**config.mk**
```make
export PLATFORM = sky130hd
export DESIGN_NAME = sha256_byte_stream_hasher_top
export DESIGN_NICKNAME = d
export VERILOG_FILES = /design/src/rtl/core/sha256_pkg.sv /design/src/rtl/core/sha256_byte_stream_hasher_top.sv /design/src/rtl/core/sha256_ctrl.sv /design/src/rtl/core/sha256_dp.sv
export SDC_FILE = /design/constraint.sdc
export NUM_CORES = 2
export LEC_CHECK = 0
export ABC_CLOCK_PERIOD_IN_PS = 22100
export BUFFER_PORTS_ARGS = -buffer_cell sky130_fd_sc_hd__buf_2
export CAP_MARGIN = 20
export CORE_MARGIN = 2
export CORE_UTILIZATION = 65
export CTS_CLUSTER_SIZE = 30
export DETAILED_ROUTE_END_ITERATION = 10
export PLACE_DENSITY = 0.86
export SETUP_SLACK_MARGIN = 0.3
export SLEW_MARGIN = 40
export SYNTH_ARGS = -nofsm -noshare
export SYNTH_HDL_FRONTEND = slang
export SYNTH_SLANG_ARGS = --single-unit
```
**constraint.sdc**
```tcl
create_clock -name clk -period 22.1 [get_ports clk]
set_clock_uncertainty 0.05 [all_clocks]
set_input_delay 1.105 -clock clk [delete_from_list [all_inputs] [get_ports clk]]
set_output_delay 1.105 -clock clk [all_outputs]
set_load 0.005 [all_outputs]
```
**src/rtl/core/sha256_pkg.sv**
```systemverilog
`timescale 1ns / 1ps
package sha256_pkg;

    localparam logic [1:0] MODE_ABSORB = 2'd0;
    localparam logic [1:0] MODE_ABSORB_FINISH = 2'd1;
    localparam logic [1:0] MODE_FINISH = 2'd2;
    localparam logic [1:0] MODE_UNUSED = 2'd3;

    // buffer write source
    localparam logic [1:0] WSEL_DATA = 2'd0;
    localparam logic [1:0] WSEL_PAD = 2'd1;
    localparam logic [1:0] WSEL_ZERO = 2'd2;
    localparam logic [1:0] WSEL_LEN = 2'd3;

    typedef struct packed {
        logic       wr_en;
        logic [1:0] wr_sel;
        logic       count_byte;
        logic       comp_start;
        logic       chain_reset;
    } sha_cmd_t;

    typedef struct packed {
        logic [5:0] fill;
        logic       comp_busy;
    } sha_status_t;

    localparam logic [31:0] ROUND_K [64] = '{
        32'h428a2f98, 32'h71374491, 32'hb5c0fbcf, 32'he9b5dba5,
        32'h3956c25b, 32'h59f111f1, 32'h923f82a4, 32'hab1c5ed5,
        32'hd807aa98, 32'h12835b01, 32'h243185be, 32'h550c7dc3,
        32'h72be5d74, 32'h80deb1fe, 32'h9bdc06a7, 32'hc19bf174,
        32'he49b69c1, 32'hefbe4786, 32'h0fc19dc6, 32'h240ca1cc,
        32'h2de92c6f, 32'h4a7484aa, 32'h5cb0a9dc, 32'h76f988da,
        32'h983e5152, 32'ha831c66d, 32'hb00327c8, 32'hbf597fc7,
        32'hc6e00bf3, 32'hd5a79147, 32'h06ca6351, 32'h14292967,
        32'h27b70a85, 32'h2e1b2138, 32'h4d2c6dfc, 32'h53380d13,
        32'h650a7354, 32'h766a0abb, 32'h81c2c92e, 32'h92722c85,
        32'ha2bfe8a1, 32'ha81a664b, 32'hc24b8b70, 32'hc76c51a3,
        32'hd192e819, 32'hd6990624, 32'hf40e3585, 32'h106aa070,
        32'h19a4c116, 32'h1e376c08, 32'h2748774c, 32'h34b0bcb5,
        32'h391c0cb3, 32'h4ed8aa4a, 32'h5b9cca4f, 32'h682e6ff3,
        32'h748f82ee, 32'h78a5636f, 32'h84c87814, 32'h8cc70208,
        32'h90befffa, 32'ha4506ceb, 32'hbef9a3f7, 32'hc67178f2
    };

    localparam logic [31:0] INIT_H [8] = '{
        32'h6a09e667, 32'hbb67ae85, 32'h3c6ef372, 32'ha54ff53a,
        32'h510e527f, 32'h9b05688c, 32'h1f83d9ab, 32'h5be0cd19
    };

endpackage

```
**src/rtl/core/sha256_byte_stream_hasher_top.sv**
```systemverilog
`timescale 1ns / 1ps
// channel  signals                          beat
// in       valid/ready, mode, data_byte     one byte and mode
// out      out_valid/out_ready, digest_*    256-bit digest
// One byte per cycle while ready is high; the 64th byte of a block starts a
// compression that holds ready low (load, 64 rounds, chain add), so no byte
// is taken while it runs. Finish holds ready low for the padding writes, one
// or two compressions and the digest load. A waiting digest stalls only the
// next finish. Reset loads the initial hash values.
module sha256_byte_stream_hasher_top
    import sha256_pkg::*;
(
    input  logic        clk,
    input  logic        rst_n,
    input  logic        valid,
    output logic        ready,
    input  logic [1:0]  mode,
    input  logic [7:0]  data_byte,
    output logic        out_valid,
    input  logic        out_ready,
    output logic [63:0] digest_high,
    output logic [63:0] digest_mid_high,
    output logic [63:0] digest_mid_low,
    output logic [63:0] digest_low
);

    sha_cmd_t     cmd;
    sha_status_t  status;
    logic         out_load;
    logic [255:0] digest;

    sha256_ctrl u_ctrl (
        .clk(clk), .rst_n(rst_n), .valid(valid), .ready(ready), .mode(mode),
        .out_valid(out_valid), .out_ready(out_ready), .status(status),
        .cmd(cmd), .out_load(out_load)
    );

    sha256_dp u_dp (
        .clk(clk), .rst_n(rst_n), .cmd(cmd), .data_byte(data_byte),
        .out_load(out_load), .status(status), .digest(digest)
    );

    assign digest_high = digest[255:192];
    assign digest_mid_high = digest[191:128];
    assign digest_mid_low = digest[127:64];
    assign digest_low = digest[63:0];

endmodule

```
**src/rtl/core/sha256_ctrl.sv**
```systemverilog
`timescale 1ns / 1ps
module sha256_ctrl
    import sha256_pkg::*;
(
    input  logic        clk,
    input  logic        rst_n,
    input  logic        valid,
    output logic        ready,
    input  logic [1:0]  mode,
    output logic        out_valid,
    input  logic        out_ready,
    input  sha_status_t status,
    output sha_cmd_t    cmd,
    output logic        out_load
);

    localparam logic [2:0] ST_IDLE = 3'd0;
    localparam logic [2:0] ST_WAIT = 3'd1;
    localparam logic [2:0] ST_PAD = 3'd2;
    localparam logic [2:0] ST_ZFILL = 3'd3;
    localparam logic [2:0] ST_LEN = 3'd4;
    localparam logic [2:0] ST_FWAIT = 3'd5;

    logic [2:0] state_reg, state_next;
    logic       ov_reg, ov_next;

    logic comp_idle;
    assign comp_idle = !status.comp_busy;
    assign out_valid = ov_reg;
    assign ready = (state_reg == ST_IDLE) && comp_idle;

    always_comb
    begin
        state_next = state_reg;
        ov_next = ov_reg;
        cmd = '0;
        out_load = 1'b0;
        if (ov_reg && out_ready)
        begin
            ov_next = 1'b0;
        end
        case (state_reg)
            ST_IDLE:
            begin
                if (valid && ready && mode != MODE_UNUSED)
                begin
                    if (mode inside {MODE_ABSORB, MODE_ABSORB_FINISH})
                    begin
                        cmd.wr_en = 1'b1;
                        cmd.wr_sel = WSEL_DATA;
                        cmd.count_byte = 1'b1;
                        if (status.fill == 6'd63)
                        begin
                            cmd.comp_start = 1'b1;
                        end
                    end
                    if (mode != MODE_ABSORB)
                    begin
                        state_next = ST_WAIT;
                    end
                end
            end
            ST_WAIT:
            begin
                if (comp_idle)
                begin
                    state_next = ST_PAD;
                end
            end
            ST_PAD:
            begin
                cmd.wr_en = 1'b1;
                cmd.wr_sel = WSEL_PAD;
                if (status.fill == 6'd63)
                begin
                    cmd.comp_start = 1'b1;
                    state_next = ST_ZFILL;
                end
                else
                begin
                    state_next = ST_ZFILL;
                end
            end
            ST_ZFILL:
            begin
                if (comp_idle)
                begin
                    if (status.fill == 6'd56)
                    begin
                        state_next = ST_LEN;
                    end
                    else
                    begin
                        cmd.wr_en = 1'b1;
                        cmd.wr_sel = WSEL_ZERO;
                        if (status.fill == 6'd63)
                        begin
                            cmd.comp_start = 1'b1;
                        end
                    end
                end
            end
            ST_LEN:
            begin
                cmd.wr_en = 1'b1;
                cmd.wr_sel = WSEL_LEN;
                if (status.fill == 6'd63)
                begin
                    cmd.comp_start = 1'b1;
                    state_next = ST_FWAIT;
                end
            end
            ST_FWAIT:
            begin
                if (comp_idle && !ov_reg)
                begin
                    out_load = 1'b1;
                    cmd.chain_reset = 1'b1;
                    ov_next = 1'b1;
                    state_next = ST_IDLE;
                end
            end
            default:
            begin
                state_next = ST_IDLE;
            end
        endcase
    end

    always_ff @(posedge clk or negedge rst_n)
    begin
        if (!rst_n)
        begin
            state_reg <= ST_IDLE;
            ov_reg <= 1'b0;
        end
        else
        begin
            state_reg <= state_next;
            ov_reg <= ov_next;
        end
    end

endmodule

```
**src/rtl/core/sha256_dp.sv**
```systemverilog
`timescale 1ns / 1ps
module sha256_dp
    import sha256_pkg::*;
(
    input  logic         clk,
    input  logic         rst_n,
    input  sha_cmd_t     cmd,
    input  logic [7:0]   data_byte,
    input  logic         out_load,
    output sha_status_t  status,
    output logic [255:0] digest
);

    logic [5:0]  fill_reg;
    logic [63:0] total_reg;
    logic [31:0] h_reg [8];
    logic [31:0] v_reg [8];
    logic [31:0] w_reg [16];   // block words, then the schedule window
    logic [5:0]  rnd_reg;
    logic        busy_reg;
    logic        load_reg;   // one-cycle strobe: copy chain into working vars
    logic        add_reg;    // one-cycle strobe: fold working vars into chain
    logic [255:0] dig_reg;

    logic [7:0]  wr_byte;
    logic [63:0] bits;
    logic [2:0]  len_idx;

    assign bits = {total_reg[60:0], 3'b000};
    assign len_idx = fill_reg[2:0];

    always_comb
    begin
        case (cmd.wr_sel)
            WSEL_DATA: wr_byte = data_byte;
            WSEL_PAD:  wr_byte = 8'h80;
            WSEL_ZERO: wr_byte = 8'h00;
            WSEL_LEN:  wr_byte = bits[{~len_idx, 3'b000} +: 8];
            default:   wr_byte = 8'h00;
        endcase
    end

    assign status.fill = fill_reg;
    assign status.comp_busy = busy_reg || load_reg || add_reg;
    assign digest = dig_reg;

    function automatic logic [31:0] rotr(input logic [31:0] x, input int n);
        rotr = (x >> n) | (x << (32 - n));
    endfunction

    logic [31:0] s0, s1, w_new, t1, t2, ch, mj, wr_cur;
    always_comb
    begin
        s0 = rotr(w_reg[1], 7) ^ rotr(w_reg[1], 18) ^ (w_reg[1] >> 3);
        s1 = rotr(w_reg[14], 17) ^ rotr(w_reg[14], 19) ^ (w_reg[14] >> 10);
        w_new = s1 + w_reg[9] + s0 + w_reg[0];
        wr_cur = w_reg[0];
        ch = (v_reg[4] & v_reg[5]) ^ (~v_reg[4] & v_reg[6]);
        mj = (v_reg[0] & v_reg[1]) ^ (v_reg[0] & v_reg[2]) ^ (v_reg[1] & v_reg[2]);
        t1 = v_reg[7] + (rotr(v_reg[4], 6) ^ rotr(v_reg[4], 11) ^ rotr(v_reg[4], 25))
            + ch + ROUND_K[rnd_reg] + wr_cur;
        t2 = (rotr(v_reg[0], 2) ^ rotr(v_reg[0], 13) ^ rotr(v_reg[0], 22)) + mj;
    end

    always_ff @(posedge clk)
    begin
        if (load_reg)
        begin
            for (int i = 0; i < 8; i++)
            begin
                v_reg[i] <= h_reg[i];
            end
        end
        else if (busy_reg)
        begin
            for (int i = 0; i < 15; i++)
            begin
                w_reg[i] <= w_reg[i+1];
            end
            w_reg[15] <= w_new;
            v_reg[7] <= v_reg[6];
            v_reg[6] <= v_reg[5];
            v_reg[5] <= v_reg[4];
            v_reg[4] <= v_reg[3] + t1;
            v_reg[3] <= v_reg[2];
            v_reg[2] <= v_reg[1];
            v_reg[1] <= v_reg[0];
            v_reg[0] <= t1 + t2;
        end
        else if (cmd.wr_en)
        begin
            // big-endian byte lanes
            w_reg[fill_reg[5:2]][{~fill_reg[1:0], 3'b000} +: 8] <= wr_byte;
        end
        if (out_load)
        begin
            dig_reg <= {h_reg[0], h_reg[1], h_reg[2], h_reg[3],
                        h_reg[4], h_reg[5], h_reg[6], h_reg[7]};
        end
    end

    always_ff @(posedge clk or negedge rst_n)
    begin
        if (!rst_n)
        begin
            fill_reg <= '0;
            total_reg <= '0;
            rnd_reg <= '0;
            busy_reg <= 1'b0;
            load_reg <= 1'b0;
            add_reg <= 1'b0;
            for (int i = 0; i < 8; i++)
            begin
                h_reg[i] <= INIT_H[i];
            end
        end
        else
        begin
            if (cmd.chain_reset)
            begin
                fill_reg <= '0;
                total_reg <= '0;
            end
            else
            begin
                if (cmd.wr_en)
                begin
                    fill_reg <= fill_reg + 6'd1;
                end
                if (cmd.count_byte)
                begin
                    total_reg <= total_reg + 64'd1;
                end
            end
            load_reg <= cmd.comp_start;
            add_reg <= busy_reg && (rnd_reg == 6'd63);
            if (load_reg)
            begin
                busy_reg <= 1'b1;
                rnd_reg <= '0;
            end
            else if (busy_reg)
            begin
                rnd_reg <= rnd_reg + 6'd1;
                if (rnd_reg == 6'd63)
                begin
                    busy_reg <= 1'b0;
                end
            end
            if (cmd.chain_reset)
            begin
                for (int i = 0; i < 8; i++)
                begin
                    h_reg[i] <= INIT_H[i];
                end
            end
            else if (add_reg)
            begin
                for (int i = 0; i < 8; i++)
                begin
                    h_reg[i] <= h_reg[i] + v_reg[i];
                end
            end
        end
    end

endmodule
```
### Word level (Yosys, flattened, before mapping)

Memory sizes are Yosys's and may differ from the RTL's.
Index checks and enable logic that the tools add are counted.

| operators by class | value |
|---|---|
| equality and inequality tests | 20 |
| bitwise operators | 38 |
| mux-type cells | 57 |
| $add $sub $neg | 22 |
| magnitude comparators | 1 |
| reduce and logical (&&, ||, !) cells | 22 |
| shift-type cells | 3 |

Operators with widths:

| kind | count |
|---|---|
| $add A32 B32 Y32 | 18 |
| $mux W256 | 2 |
| $mux W32 | 13 |
| $xor A32 B32 Y32 | 9 |
| $and A32 B32 Y32 | 5 |
| $mux W64 | 2 |
| $add A64 B1 Y64 const B | 1 |
| $shiftx A64 B7 Y8 | 1 |
| $not A32 Y32 | 1 |
| $or A10 B32 Y32 | 1 |
| $or A13 B32 Y32 | 1 |
| $or A14 B32 Y32 | 1 |
| $or A15 B32 Y32 | 1 |
| $or A19 B32 Y32 | 1 |
| $or A21 B32 Y32 | 1 |
| $or A25 B32 Y32 | 1 |
| $or A26 B32 Y32 | 1 |
| $or A30 B32 Y32 | 1 |
| $or A7 B32 Y32 | 1 |
| $pmux W8 S4 | 1 |
| $reduce_or A32 Y1 | 1 |
| $shift A8 B7 Y32 const A | 1 |
| $shiftx A8 B7 Y32 | 1 |
| $xor A32 B22 Y32 | 1 |
| 32 further kinds | 96 |

| word-level totals | value |
|---|---|
| memories | 3 |
| register bits | 595 |
| bits in writable memories | 768 |
| logic and storage cells | 183 |
| ROM bits | 2,048 |

Memories:

| name | words | bits a word | read ports | clocked after Yosys merged registers in | wr ports | line | RTL |
|---|---|---|---|---|---|---|---|
| (no name shown) | 64 | 32 | 1 | 0 | 0 | sha256_dp.sv:61 | `+ ch + ROUND_K[rnd_reg] + wr_cur;` |
| u_dp.w_reg | 16 | 32 | 16 | 0 | 16 | sha256_dp.sv:18 | `logic [31:0] w_reg [16];` |
| u_dp.v_reg | 8 | 32 | 8 | 0 | 8 | sha256_dp.sv:17 | `logic [31:0] v_reg [8];` |

### Depth between registers and ports, before layout

| logic depth | value |
|---|---|
| depth in word-level cells | 14 |
| mapped depth | 41 |
| gate-level depth less buffers | 40 |

### Hierarchy

Synthesis repeated with hierarchy kept, for this count alone.

| unflattened totals | value |
|---|---|
| cells, all modules | 8,202 |
| area, all modules | 82,725.6 µm² |

By module, submodules not included:

| module | seq. area each (µm²) | times used | cells each | area each (µm²) |
|---|---|---|---|---|
| sha256_dp | 39,227.6 | 1 | 8,155 | 82,369.0 |
| sha256_ctrl | 100.1 | 1 | 47 | 356.6 |

### Worst setup path before layout

OpenSTA, ideal clock, no wires.

| path | value |
|---|---|
| kind | reg-to-reg |
| start | register u_dp.load_reg |
| end | register u_dp.dig_reg[0], in the netlist u_dp.digest[0], enable pin |
| data required time | 21.330 ns |
| path slack | 8.436 ns |
| clock period less this slack | 13.664 ns |
| stages on the path, launching flop included | 11 |
| path buffers | 4 |
| arrival | 12.893 ns |
| cell sequence | dfrtp_1 buf_6 nor2_1 inv_1 nor2_1 nand2_1 or3_1 clkbuf_1 inv_1 clkbuf_1 clkbuf_1 |

RTL lines:

| item | line | RTL |
|---|---|---|
| start, declared | sha256_dp.sv:21 | `logic load_reg;` |
| start signal, assigned | sha256_dp.sv:135 | `load_reg <= cmd.comp_start;` |
| end signal, assigned | sha256_dp.sv:97 | `dig_reg <= {h_reg[0], h_reg[1], h_reg[2], h_reg[3],` |
| end, declared | sha256_dp.sv:23 | `logic [255:0] dig_reg;` |

==> tab_implementation.tex <==
\begin{tabular}{lr}
\hline
Metric & Value \\
\hline
\multicolumn{2}{l}{\textbf{Outcome}} \\
\quad Status & complete, no violations \\
\multicolumn{2}{l}{\textbf{Floorplan}} \\
\quad \# IOs & 272 \\
\quad Die Outline Area & 127900 um2 \\
\quad Core area & 124000 um2 \\
\quad Die Wd & 357.7 um \\
\quad Num rows & 129 \\
\quad Initial standard-cell utilization of the core & 65.60\% \\
\quad Die height & 357.7 um \\
\multicolumn{2}{l}{\textbf{Synth}} \\
\quad Arithmetic-cell share of the synthesized area counting full adders, half adders and majority gates & 11.25\% \\
\quad Number of synthesized flops with an enable pin & 1024 \\
\quad Count of state elements after synthesis & 1360 \\
\quad Xor and xnor area share after synthesis & 6.755\% \\
\quad Most numerous cell in the Yosys netlist & sky130\_fd\_sc\_hd\_\_edfxtp\_1 \\
\quad Synthesized-area fraction occupied by ao, oa, aoi and oai cells & 11.83\% \\
\quad Part of the Yosys area used for sequential elements & 48.37\% \\
\quad Share of Yosys cell area claimed by the top area cell type & 37.82\% \\
\quad Async set-reset flop share out of synthesis & 24.71\% \\
\quad Combinational family with the most area after synthesis & compound AO/OA/AOI/OAI gates \\
\quad Number of different library cells in the post-synthesis netlist & 97 \\
\quad Simple-gate portion of the synthesized area & 8.466\% \\
\quad Primary flip-flop cell chosen by synthesis mapping & sky130\_fd\_sc\_hd\_\_edfxtp\_1 \\
\quad Post-Synthesis Cells & 6999 \\
\quad Commonest cells in the netlist & sky130\_fd\_sc\_hd\_\_edfxtp\_1, sky130\_fd\_sc\_hd\_\_mux2\_2, sky130\_fd\_sc\_hd\_\_nand2\_1, sky130\_fd\_sc\_hd\_\_o21ai\_0, sky130\_fd\_sc\_hd\_\_a21oi\_1 \\
\quad YS warnings & 0 \\
\quad Mean cell area of the mapped netlist & 11.62 um2 \\
\quad Multiplexer share of the synthesized area & 10.59\% \\
\quad Nets in the synthesized netlist & 7606 \\
\quad Area of the mapped netlist & 81310 um2 \\
\quad Cells taking the most area after synthesis & sky130\_fd\_sc\_hd\_\_edfxtp\_1, sky130\_fd\_sc\_hd\_\_mux2\_2, sky130\_fd\_sc\_hd\_\_dfrtp\_1 \\
\quad Area leader, netlist & sky130\_fd\_sc\_hd\_\_edfxtp\_1 \\
\multicolumn{2}{l}{\textbf{Worst setup path}} \\
\quad Setup CP Type & reg -> reg \\
\quad Startpoint of the lowest-slack register-to-register path & u\_dp.rnd\_reg[0] \\
\quad Worst setup path start & u\_dp.rnd\_reg[0] \\
\quad Reg2reg end & u\_dp.v\_reg[0][28] \\
\quad R2r setup slk & 11.44 ns \\
\quad Biggest cell delay along the critical path & 0.91 ns \\
\quad Type of destination of the critical path & register \\
\quad Standard cell with the maximum stage delay on the critical path & sky130\_fd\_sc\_hd\_\_ha\_1 \\
\quad Largest driver fanout on the critical path & 18 \\
\quad R2R cell count & 37 \\
\quad Critical Path Source Type & register \\
\quad Worst endpoint required time & 22.58 ns \\
\quad Arrival time of data at the critical path endpoint & 11.14 ns \\
\quad Critical Path Sink & u\_dp.v\_reg[0][28] \\
\multicolumn{2}{l}{\textbf{STA}} \\
\quad Total negative slack for setup checks & 0 ns \\
\quad RSZ-0062 raised after global routing & false \\
\quad Pins Over Slew Limit & 0 \\
\quad Max-slew headroom at the worst pin & 35.48\% \\
\quad Final-report hold violation count & 0 \\
\quad Number of endpoints failing setup at the final stage & 0 \\
\quad Crit path time final & 10.66 ns \\
\quad Portion of the clock cycle consumed by the worst path in the final layout & 48.21\% \\
\quad Measured slew at the worst slew-check pin & 0.9678 ns \\
\quad Timing-limited maximum frequency & 0.09385 GHz \\
\multicolumn{2}{l}{\textbf{GRT}} \\
\quad Number of antenna violations at the first check in global routing & 2 \\
\quad Pin count of the biggest net entering global routing & 93 \\
\quad Wire length of the first global-routing pass & 367.6 mm \\
\quad Overall overflow remaining after global route & 0 \\
\quad All-Layer GR Usage & 38.48\% \\
\quad Number of global-route vias before repair & 58250 \\
\multicolumn{2}{l}{\textbf{CTS}} \\
\quad Clock latency on the worst-skew pair & 0.82 ns \\
\quad TritonCTS clock tree & yes \\
\quad CTS HTree Levels & 4 \\
\quad Num CTS Buffers & 143 \\
\quad Total setup buffers inserted after CTS & 0 \\
\quad Cts hold-fix bufs & 0 \\
\quad Quantity of gates resized following cts & 0 \\
\quad CTS max path bufs & 3 \\
\quad Clock-pin slew reported for the worst setup and hold paths after clock tree synthesis & 0.07 ns \\
\quad Clock sinks & 1360 \\
\quad Clock root buffer & sky130\_fd\_sc\_hd\_\_clkbuf\_16 \\
\multicolumn{2}{l}{\textbf{Route}} \\
\quad Vias after detailed routing & 59650 \\
\quad Final routed wirelength across all metal layers & 247.9 mm \\
\quad Count of TritonRoute iterations in the first routing pass & 8 \\
\quad Post-DR vias/cell & 6.685 \\
\quad Detail Route Antenna Nets & 0 \\
\quad Detailed-route DRC error count & 0 \\
\quad Routed wire per std cell & 27.78 um \\
\quad Detailed Route Iter0 Violations & 8049 \\
\multicolumn{2}{l}{\textbf{Placement}} \\
\quad RD Place Congestion & 1.041 \\
\quad IO buf count & 271 \\
\quad Detailed Place HPWL & 177.2 mm \\
\multicolumn{2}{l}{\textbf{Final layout}} \\
\quad Area Growth Syn to Fin & 9.499\% \\
\quad Final Core Density & 71.83\% \\
\quad Register area & 39340 um2 \\
\quad Area used by multi-input combinational logic & 39840 um2 \\
\quad Final net count & 7770 \\
\quad Fraction of layout instances using a drive strength above 1 & 21.17\% \\
\quad Layout filler cell count & 8246 \\
\quad Largest register FFs & 512 \\
\multicolumn{2}{l}{\textbf{Power}} \\
\quad Peak ir drop on the vdd network & 86.05 uV \\
\quad Static leakage power & 31.45 nW \\
\quad Pwr Density & 58.51 nW/um2 \\
\multicolumn{2}{l}{\textbf{Run}} \\
\quad Max cap viols & 0 \\
\multicolumn{2}{l}{\textbf{Hold path}} \\
\quad Tightest Hold Check Type & in -> async \\
\hline
\end{tabular}
worst min path at each step:
stage	to	slack [ns]	cells past startpoint
4_1_cts	u_dp.total_reg[28]	0.25	1
5_1_grt	u_dp.total_reg[28]	0.28	1
6_report	u_dp.total_reg[19]	0.25	1
3_3_place_gp	u_dp.digest[63]	0.45	0
2_1_floorplan	u_dp.h_reg[31]	0.40	1
3_5_place_dp	u_dp.digest[127]	0.45	0
layout make-up:
class | instances | share of cell area (%)
Clock buffer | 186 | 4.327
Multi-Input combinational cell | 5055 | 44.74
Tap cell | 1637 | 2.300
Timing Repair Buffer | 345 | 2.295
Inverter | 258 | 1.107
Sequential cell | 1360 | 44.19
Clock inverter | 81 | 1.039
Antenna cell | 1 | 0.002811
metrics by stage:
stage / hold slack (ns) / total power [mW] / area [um2] / instances / worst slack, ns
CTS: 0.2493 / 5.220 / 88930 / 8920 / 11.60
finish: 0.2538 / 5.209 / 89040 / 8923 / 11.44
global placement: 0.4499 / 2.788 / 84040 / 8651 / 11.79
detailed placement: 0.4458 / 2.789 / 84160 / 8653 / 11.64
floorplan: 0.3981 / 2.772 / 81310 / 6999 / 8.436
global route: 0.2834 / 5.315 / 89030 / 8922 / 10.91
layout by cell type, fill, tap and decap left out, drive strengths merged, types with 20 or more instances in the layout:
| cell type | Yosys | layout |
|---|---|---|
| ha | 398 | 398 |
| nand4 | 32 | 32 |
| inv | 254 | 266 |
| nand2 | 507 | 507 |
| clkinv | 4 | 51 |
| o211ai | 30 | 30 |
| mux2i | 29 | 29 |
| a211oi | 35 | 35 |
| nor3 | 127 | 127 |
| a21o | 173 | 173 |
| fa | 195 | 195 |
| o21bai | 47 | 47 |
| o31ai | 33 | 33 |
| dfrtp | 200 | 200 |
| nor2b | 50 | 50 |
| mux2 | 699 | 699 |
| o21a | 47 | 47 |
| dfstp | 136 | 136 |
| or3 | 40 | 40 |
| edfxtp | 1024 | 1024 |
| maj3 | 26 | 26 |
| buf | 49 | 345 |
| xor2 | 191 | 191 |
| xnor2 | 431 | 431 |
| and3 | 40 | 40 |
| mux4 | 20 | 20 |
| nand2b | 64 | 64 |
| nand3 | 108 | 108 |
| a21oi | 449 | 449 |
| o21ai | 504 | 504 |
| nor2 | 477 | 477 |
| clkbuf | 277 | 186 |
| a31oi | 39 | 39 |
logic make-up (layout without fill, tap and decap cells):
kind of cell | Yosys count | count (layout)
AOI/OAI and AO/OA | 1562 | 1562
and+or+nand+nor | 1502 | 1502
DFF | 1360 | 1360
muxes | 748 | 748
xor gates and xnor gates | 624 | 624
adders and majority gates | 619 | 619
buffers and inverters | 584 | 870
other | 0 | 1
layer usage:
layer	wire (um)	track usage [%]
met1	94320	50.99
met2	113700	60.51
met3	25280	8.092
met4	14560	19.33
met5	12	0
report_power, final:
part                  switching [mW]  internal (mW)  total [mW]
Sequential     0.0000000000000000162           2.72        2.72
Clock                           1.08           1.39        2.47
Combinational                 0.0151        0.00202      0.0171
Total                           1.09           4.11        5.21
critical path, delay by kind of cell, from the launching register on:
family          cells  cell delay [ns]
flops               1             0.78
fa+ha+maj           8             3.84
compound gates     16             3.48
buf+inv             3             0.80
simple gates        8             1.00
xor+xnor            2             0.43
No activity file was read; power rests on OpenSTA's default activity.
